**src/design/elevator_request_controller_defines.svh**
```systemverilog
// Assertion macros shared by the elevator request controller modules
`ifndef ELEVATOR_REQUEST_CONTROLLER_DEFINES_SVH
`define ELEVATOR_REQUEST_CONTROLLER_DEFINES_SVH

// check cons in the same cycle as ante
`define ERC_ASSERT_NOW(label, ante, cons, msg) \
  label: assert property (@(posedge clk) disable iff (rst) (ante) |-> (cons)) \
    else $error(msg);

// check cons in the cycle after ante
`define ERC_ASSERT_NEXT(label, ante, cons, msg) \
  label: assert property (@(posedge clk) disable iff (rst) (ante) |=> (cons)) \
    else $error(msg);

`endif

```
**src/design/erc_pkg.sv**
```systemverilog
// Types, constants and codes of the elevator request controller
package erc_pkg;

  localparam int FLOOR_COUNT = 10;
  localparam int FLOOR_W     = $clog2(FLOOR_COUNT + 1);
  localparam int CNT_W       = FLOOR_W;

  localparam int TOUCH_W     = 10;
  localparam int RAW_W       = 1024;
  localparam int RAW_H       = 600;
  localparam int SCREEN_W    = 800;
  localparam int SCREEN_H    = 480;
  localparam int COL_LEFT_X  = 600;
  localparam int COL_RIGHT_X = 700;
  localparam int ROW_H       = 96;

  localparam int ROW_COUNT   = SCREEN_H / ROW_H;
  localparam int ROW_W       = $clog2(ROW_COUNT);
  localparam int ROW_RAW_H   = ROW_H * RAW_H / SCREEN_H;
  localparam int RAW_X_SHIFT = $clog2(RAW_W);
  localparam int SX_W        = $clog2(SCREEN_W);
  localparam int SX_PROD_W   = TOUCH_W + SX_W;
  localparam int NUM_W       = $clog2(2 * ROW_COUNT + 1);
  localparam int ROWY_W      = 9;
  localparam int EVENT_W     = 3;

  localparam int QUEUE_DEPTH = 2;
  localparam int QPTR_W      = (QUEUE_DEPTH > 1) ? $clog2(QUEUE_DEPTH) : 1;
  localparam int QCNT_W      = $clog2(QUEUE_DEPTH + 1);

  localparam logic OP_TOUCH = 1'b0;
  localparam logic OP_TICK  = 1'b1;

  localparam logic [EVENT_W-1:0] EV_OUTSIDE    = 3'd0;
  localparam logic [EVENT_W-1:0] EV_BLINK      = 3'd1;
  localparam logic [EVENT_W-1:0] EV_REGISTERED = 3'd2;
  localparam logic [EVENT_W-1:0] EV_CANCELLED  = 3'd3;
  localparam logic [EVENT_W-1:0] EV_IDLE       = 3'd4;
  localparam logic [EVENT_W-1:0] EV_MOVING     = 3'd5;

  typedef struct packed {
    logic               op;
    logic [FLOOR_W-1:0] floor;
    logic               column;
    logic [ROWY_W-1:0]  row_y;
  } item_t;

  typedef struct packed {
    logic [EVENT_W-1:0]     event_res;
    logic [FLOOR_W-1:0]     button_floor;
    logic                   button_column;
    logic [ROWY_W-1:0]      button_row_y;
    logic                   door_open;
    logic [FLOOR_W-1:0]     car_floor;
    logic                   going_down;
    logic [FLOOR_COUNT-1:0] request_mask;
    logic [CNT_W-1:0]       above_count;
    logic [CNT_W-1:0]       below_count;
  } result_t;

endpackage

```
**src/design/erc_queue.sv**
```systemverilog
// Short item queue between front end and back end
`include "elevator_request_controller_defines.svh"
module erc_queue import erc_pkg::*; (
  input  logic  clk,
  input  logic  rst,
  input  logic  in_valid,
  output logic  in_ready,
  input  item_t in_item,
  output logic  out_valid,
  input  logic  out_ready,
  output item_t out_item
);

  item_t             entries [QUEUE_DEPTH];
  logic [QPTR_W-1:0] wr_ptr;
  logic [QPTR_W-1:0] rd_ptr;
  logic [QCNT_W-1:0] count;
  logic              push;
  logic              pop;

  assign in_ready  = (count != QCNT_W'(QUEUE_DEPTH));
  assign out_valid = (count != '0);
  assign out_item  = entries[rd_ptr];
  assign push      = in_valid && in_ready;
  assign pop       = out_valid && out_ready;

  always_ff @(posedge clk) begin
    if (rst) begin
      wr_ptr <= '0;
      rd_ptr <= '0;
      count  <= '0;
    end else begin
      if (push) begin
        wr_ptr <= (wr_ptr == QPTR_W'(QUEUE_DEPTH - 1)) ? '0 : wr_ptr + QPTR_W'(1);
      end
      if (pop) begin
        rd_ptr <= (rd_ptr == QPTR_W'(QUEUE_DEPTH - 1)) ? '0 : rd_ptr + QPTR_W'(1);
      end
      if (push && !pop) begin
        count <= count + QCNT_W'(1);
      end else if (pop && !push) begin
        count <= count - QCNT_W'(1);
      end
    end
  end

  always_ff @(posedge clk) begin
    if (push) begin
      entries[wr_ptr] <= in_item;
    end
  end

  `ERC_ASSERT_NOW(a_no_overflow, 1'b1, count <= QCNT_W'(QUEUE_DEPTH), "queue fill above depth")
  `ERC_ASSERT_NEXT(a_fill_up, push && !pop, count == $past(count) + QCNT_W'(1), "fill lost a push")
  `ERC_ASSERT_NEXT(a_fill_down, pop && !push, count + QCNT_W'(1) == $past(count), "fill lost a pop")

endmodule

```
**config.mk**
```make
export PLATFORM = sky130hd
export DESIGN_NAME = erc_queue
export DESIGN_NICKNAME = d
export VERILOG_FILES = /design/src/design/erc_pkg.sv /design/src/design/erc_queue.sv
export VERILOG_INCLUDE_DIRS = /design/src /design/src/design
export SDC_FILE = /design/constraint.sdc
export NUM_CORES = 1
export LEC_CHECK = 0
export ABC_AREA = 1
export ABC_CLOCK_PERIOD_IN_PS = 1900
export BUFFER_PORTS_ARGS = -buffer_cell sky130_fd_sc_hd__buf_4
export CORE_MARGIN = 1
export CORE_UTILIZATION = 40
export CTS_BUF_LIST = sky130_fd_sc_hd__clkbuf_8 sky130_fd_sc_hd__clkbuf_16
export DETAILED_ROUTE_END_ITERATION = 6
export PLACE_DENSITY = 0.7
export SLEW_MARGIN = 20
export SYNTH_ARGS = -nofsm -noshare
export SYNTH_HDL_FRONTEND = slang
export SYNTH_SLANG_ARGS = --single-unit
```
**constraint.sdc**
```tcl
create_clock -name clk -period 1.9 [get_ports clk]
set_input_delay 0.19 -clock clk [delete_from_list [all_inputs] [get_ports clk]]
set_output_delay 0.19 -clock clk [all_outputs]
set_load 0.05 [all_outputs]
```
Word-level counts from Yosys, hierarchy flattened. Memory sizes are Yosys's and may differ from the RTL's. A register that Yosys moved wholly into a read port is not among the register bits. Cells that the tools add are included.

Bits in registers: 4. Latch bits: 0. Bits in writable memories: 30. ROM bits: 0. Input port bits: 19. Output and inout bits: 17. Logic and storage cells: 25. Memories: 1.

$add $sub $neg: 4. $mul: 0. Div/mod/pow operators: 0. Order comparisons: 0. Eq/ne operators: 1. Shift-type cells: 0. Muxes and demuxes: 8. Bitwise operators: 0. Reduce and logical (&&, ||, !) cells: 8.

Memory list: entries (words 2, bits a word 15, rd ports 1, clocked after memory_dff 1, write ports 1, RTL line erc_queue.sv:14) `item_t entries [QUEUE_DEPTH];`.

Operators by type and width (count): $mux W1 (6); $logic_and A1 B1 Y1 (4); $mux W2 (2); $reduce_bool A2 Y1 (2); $add A1 B1 Y1 const B (2); $add A2 B1 Y2 const B (1); $logic_not A1 Y1 (2); $ne A2 B2 Y1 const B (1); $sub A2 B1 Y2 const B (1).

Depth between registers and ports, before layout.
Depth in word-level cells: 6. Gate-level depth with buffers: 11.

Worst setup path before layout. Ideal clock, no wire load.

Kind: register to register. Start: reg count[0]. End: mem entries[1][0] in the netlist's numbering (enable). Setup time: 0.386 ns. Data arrival time: 1.573 ns. Setup slack: -0.060 ns. Cell stages (with the launch flop): 5. Period minus slack after synthesis: 1.960 ns. Cells stage by stage: dfxtp_1 -> inv_1 -> nand2_1 -> nand2_2 -> nor2_1.

Word-level cells in the longest chain between the ends: 4.

RTL lines: from (decl) (RTL line erc_queue.sv:17) `logic [QCNT_W-1:0] count;`; from (signal assigned) (RTL line erc_queue.sv:40) `count <= count + QCNT_W'(1);`; from (signal assigned) (RTL line erc_queue.sv:42) `count <= count - QCNT_W'(1);`; $ne A2 B2 Y1 (RTL line erc_queue.sv:21) `assign in_ready = (count != QCNT_W'(QUEUE_DEPTH));`; net in_ready (RTL line erc_queue.sv:7) `output logic in_ready,`; $logic_and A1 B1 Y1 (RTL line erc_queue.sv:24) `assign push = in_valid && in_ready;`; $mux W1 (RTL line erc_queue.sv:48) `if (push) begin`; $mux W1 (implied by the code) (RTL line erc_queue.sv:49) `entries[wr_ptr] <= in_item;`; to (decl) (RTL line erc_queue.sv:14).

The timed path passes the listed nets, and every way through them passes these cells.

==> results_dict.tcl <==
set metrics [dict create \
    n_antenna_cell 0 \
    post-route-period-util_pct 86.0 \
    startpoint_type "flip-flop" \
    post_cts_buffers 0 \
    ys_ff_latch 35 \
    synth_area_sq_um 1380 \
    htreeDepth 2 \
    post_dp_cell_area_sq_um 1720 \
    syn_nets 104 \
    grt_max_degree 13 \
    ys_seq_area_share_pct 72.5 \
    io_pins 36 \
    crit_arrival_ns 1.44 \
    max_stage_delay_ns 0.43 \
    ctsHoldBuffers 0 \
    synth.avg_cell_area_sq_um 16.4 \
    yosys.cell_types.count 15 \
    min_period_ns 1.63 \
    setup_violations 0 \
    hold_class "primary input to flip-flop" \
    wl_mm 2.27 \
    wl_met1_microns 833 \
    grt_pass1_vias 805 \
    route.met3.wl_microns 164 \
    final_layout_size_suffix_gt1_share_pct 46.9 \
    fmax_ghz 0.612 \
    finalSetupTns_ns 0 \
    path_clk_slew_ns 0.06 \
    wl_met2_mm 1.25 \
    cts_tree "done" \
    grt-ovfl-total 0 \
    fp.dieArea_sq_um 3690 \
    root_buffer "clkbuf_8" \
    top_layer "met4" \
    p_leak_uw 0.000743 \
    grt_pass1_wl_mm 3.50 \
    cts_made_buffers 5 \
    antenna_found_initial 0 \
    drt-vias-per-instance 4.60 \
    timing.rr.start "count[0]" \
    crit_fanout 12 \
    status "completed" \
    syn_to_final_growth_pct 30.2 \
    grt_setup_unrepaired "no" \
    hp-start "in_item[11]" \
    finalWorstSetupSlack_ns 0.265 \
    gr-usage-all-layers_pct 14.0 \
    cts_resized 0 \
    finalHoldViolations 0 \
    drt_iter0_drc 13 \
    critical_path.slowest_cell "dfxtp_1" \
    ir_drop_v 0.000883 \
    final_area_sq_um 1800 \
    die_w_microns 60.7 \
    gp_congestion 0.599 \
    worstPathRequired_ns 1.71 \
    vias 800 \
    initial_core_util_pct 43.8 \
    layout.nets 149 \
    wl_per_cell_microns 13.0 \
    place_worst_setup_slack_ns 0.531 \
    cp-end-kind "output port" \
    rows 20 \
    numPortBuffers 35 \
    syn_inst 84 \
    crit_chain "buf_12 -> mux2_2 -> buf_4" \
    hpwl_mm 1.68 \
    finalMaxSlewViolations 0 \
    p_per_area_nw_per_um2 1440 \
    die_y_microns 60.7 \
    worstMarginPinSlew_ns 0.215 \
    drcViolationCount 0 \
    slew_headroom_pct 85.6 \
    clock-sinks 35 \
    drv_cap 0 \
    clockBufferDepth 2 \
    finClkSkew_ns 0.00431 \
    core_sq_um 3150 \
    criticalPathCategory "flip-flop to output port" \
    clk_latency_ns 0.28 \
    drtAntennaViolNets 0 \
    yosys_warnings 0 \
    dr.pass1.iters 3 \
]
## path summary, 6_finish.rpt
check | to | slack (ns) | cells after the start
worst max-delay path | out_item[1] | 0.27 | 3
worst min-delay path | entries[1][11] | 0.09 | 1
worst max register to register | count[1] | 0.53 | 10
worst min register to register | count[0] | 0.50 | 1
## metal layers
layer	vias to the layer above	GRT usage, %
met2	29	26.1
met3	2	6.18
li1	390	-
met4	0	4.87
met5	-	0
met1	379	13.6
## flip-flops by register name, summed over array words and instances, names as in the netlist, named ones only
name and count:
count 2, wr_ptr 1, entries 30, rd_ptr 1
## cell type report
class | instances | area [sq um]
clock buffers | 5 | 68.8
fillers | 286 | 1360
repair buffers | 40 | 313
clock inverters | 3 | 11.3
flip-flops and latches | 35 | 1000
well taps | 44 | 55.1
multi-input cells | 39 | 318
inverters | 8 | 30.0
## logic make-up (layout without fill, tap and decap cells)
logic type | Yosys count | after routing | synth area share, %
mux | 15 | 15 | 15.0
compound gates | 4 | 4 | 1.45
simple gates | 19 | 19 | 5.71
buf+inv | 10 | 56 | 4.44
flops | 35 | 35 | 72.5
fa+ha+maj | 1 | 1 | 0.906
## critical path: cells and delay by family, from the launching register on
family | cells | cell delay, ns
mux | 1 | 0.35
flops | 1 | 0.43
buf+inv | 2 | 0.38
## cells in the mapped netlist
cell type / n / area, sq um
edfxtp_1: 30 / 901
mux2_4: 10 / 150
inv_1: 8 / 30.0
nand2_1: 8 / 30.0
nor2_1: 7 / 26.3
dfxtp_1: 5 / 100
mux2_2: 5 / 56.3
a21oi_1: 2 / 10.0
nand3_1: 2 / 10.0
o21ai_0: 2 / 10.0
buf_12: 1 / 20.0
buf_6: 1 / 11.3
ha_1: 1 / 12.5
nand2_2: 1 / 6.26
nand4_1: 1 / 6.26
## cell usage in the layout, fill, tap and decap left out
cell and instances:
buf_4 39, clkinv_1 2, clkbuf_8 5, nor2_1 7, o21ai_0 2, nand3_1 2
buf_12 1, mux2_4 10, mux2_2 5, nand2_2 1, a21oi_1 2, nand2_1 8
edfxtp_1 30, inv_1 9, dfxtp_1 5, ha_1 1, nand4_1 1
## through the flow
| step | util, % | hold slack (ns) | power [uW] | std cells |
|---|---|---|---|---|
| 3_5_place_dp | 54.4 | 0.380 | 2130 | 166 |
| 5_1_grt | 57.0 | 0.0804 | 2710 | 174 |
| 4_1_cts | 57.0 | 0.0864 | 2610 | 174 |
| 3_3_place_gp | 54.4 | 0.376 | 2090 | 166 |
| 2_1_floorplan | - | 0.289 | 1840 | 84 |
| 6_report | 57.0 | 0.0948 | 2580 | 174 |
## power by group
group	leakage (uW)	internal [uW]	total, uW	switching, uW
clock network	0.0000444	244	477	233
registers	0.000321	977	1030	53.6
logic	0.000378	391	1070	680
Power figures use the tool's default switching activity.
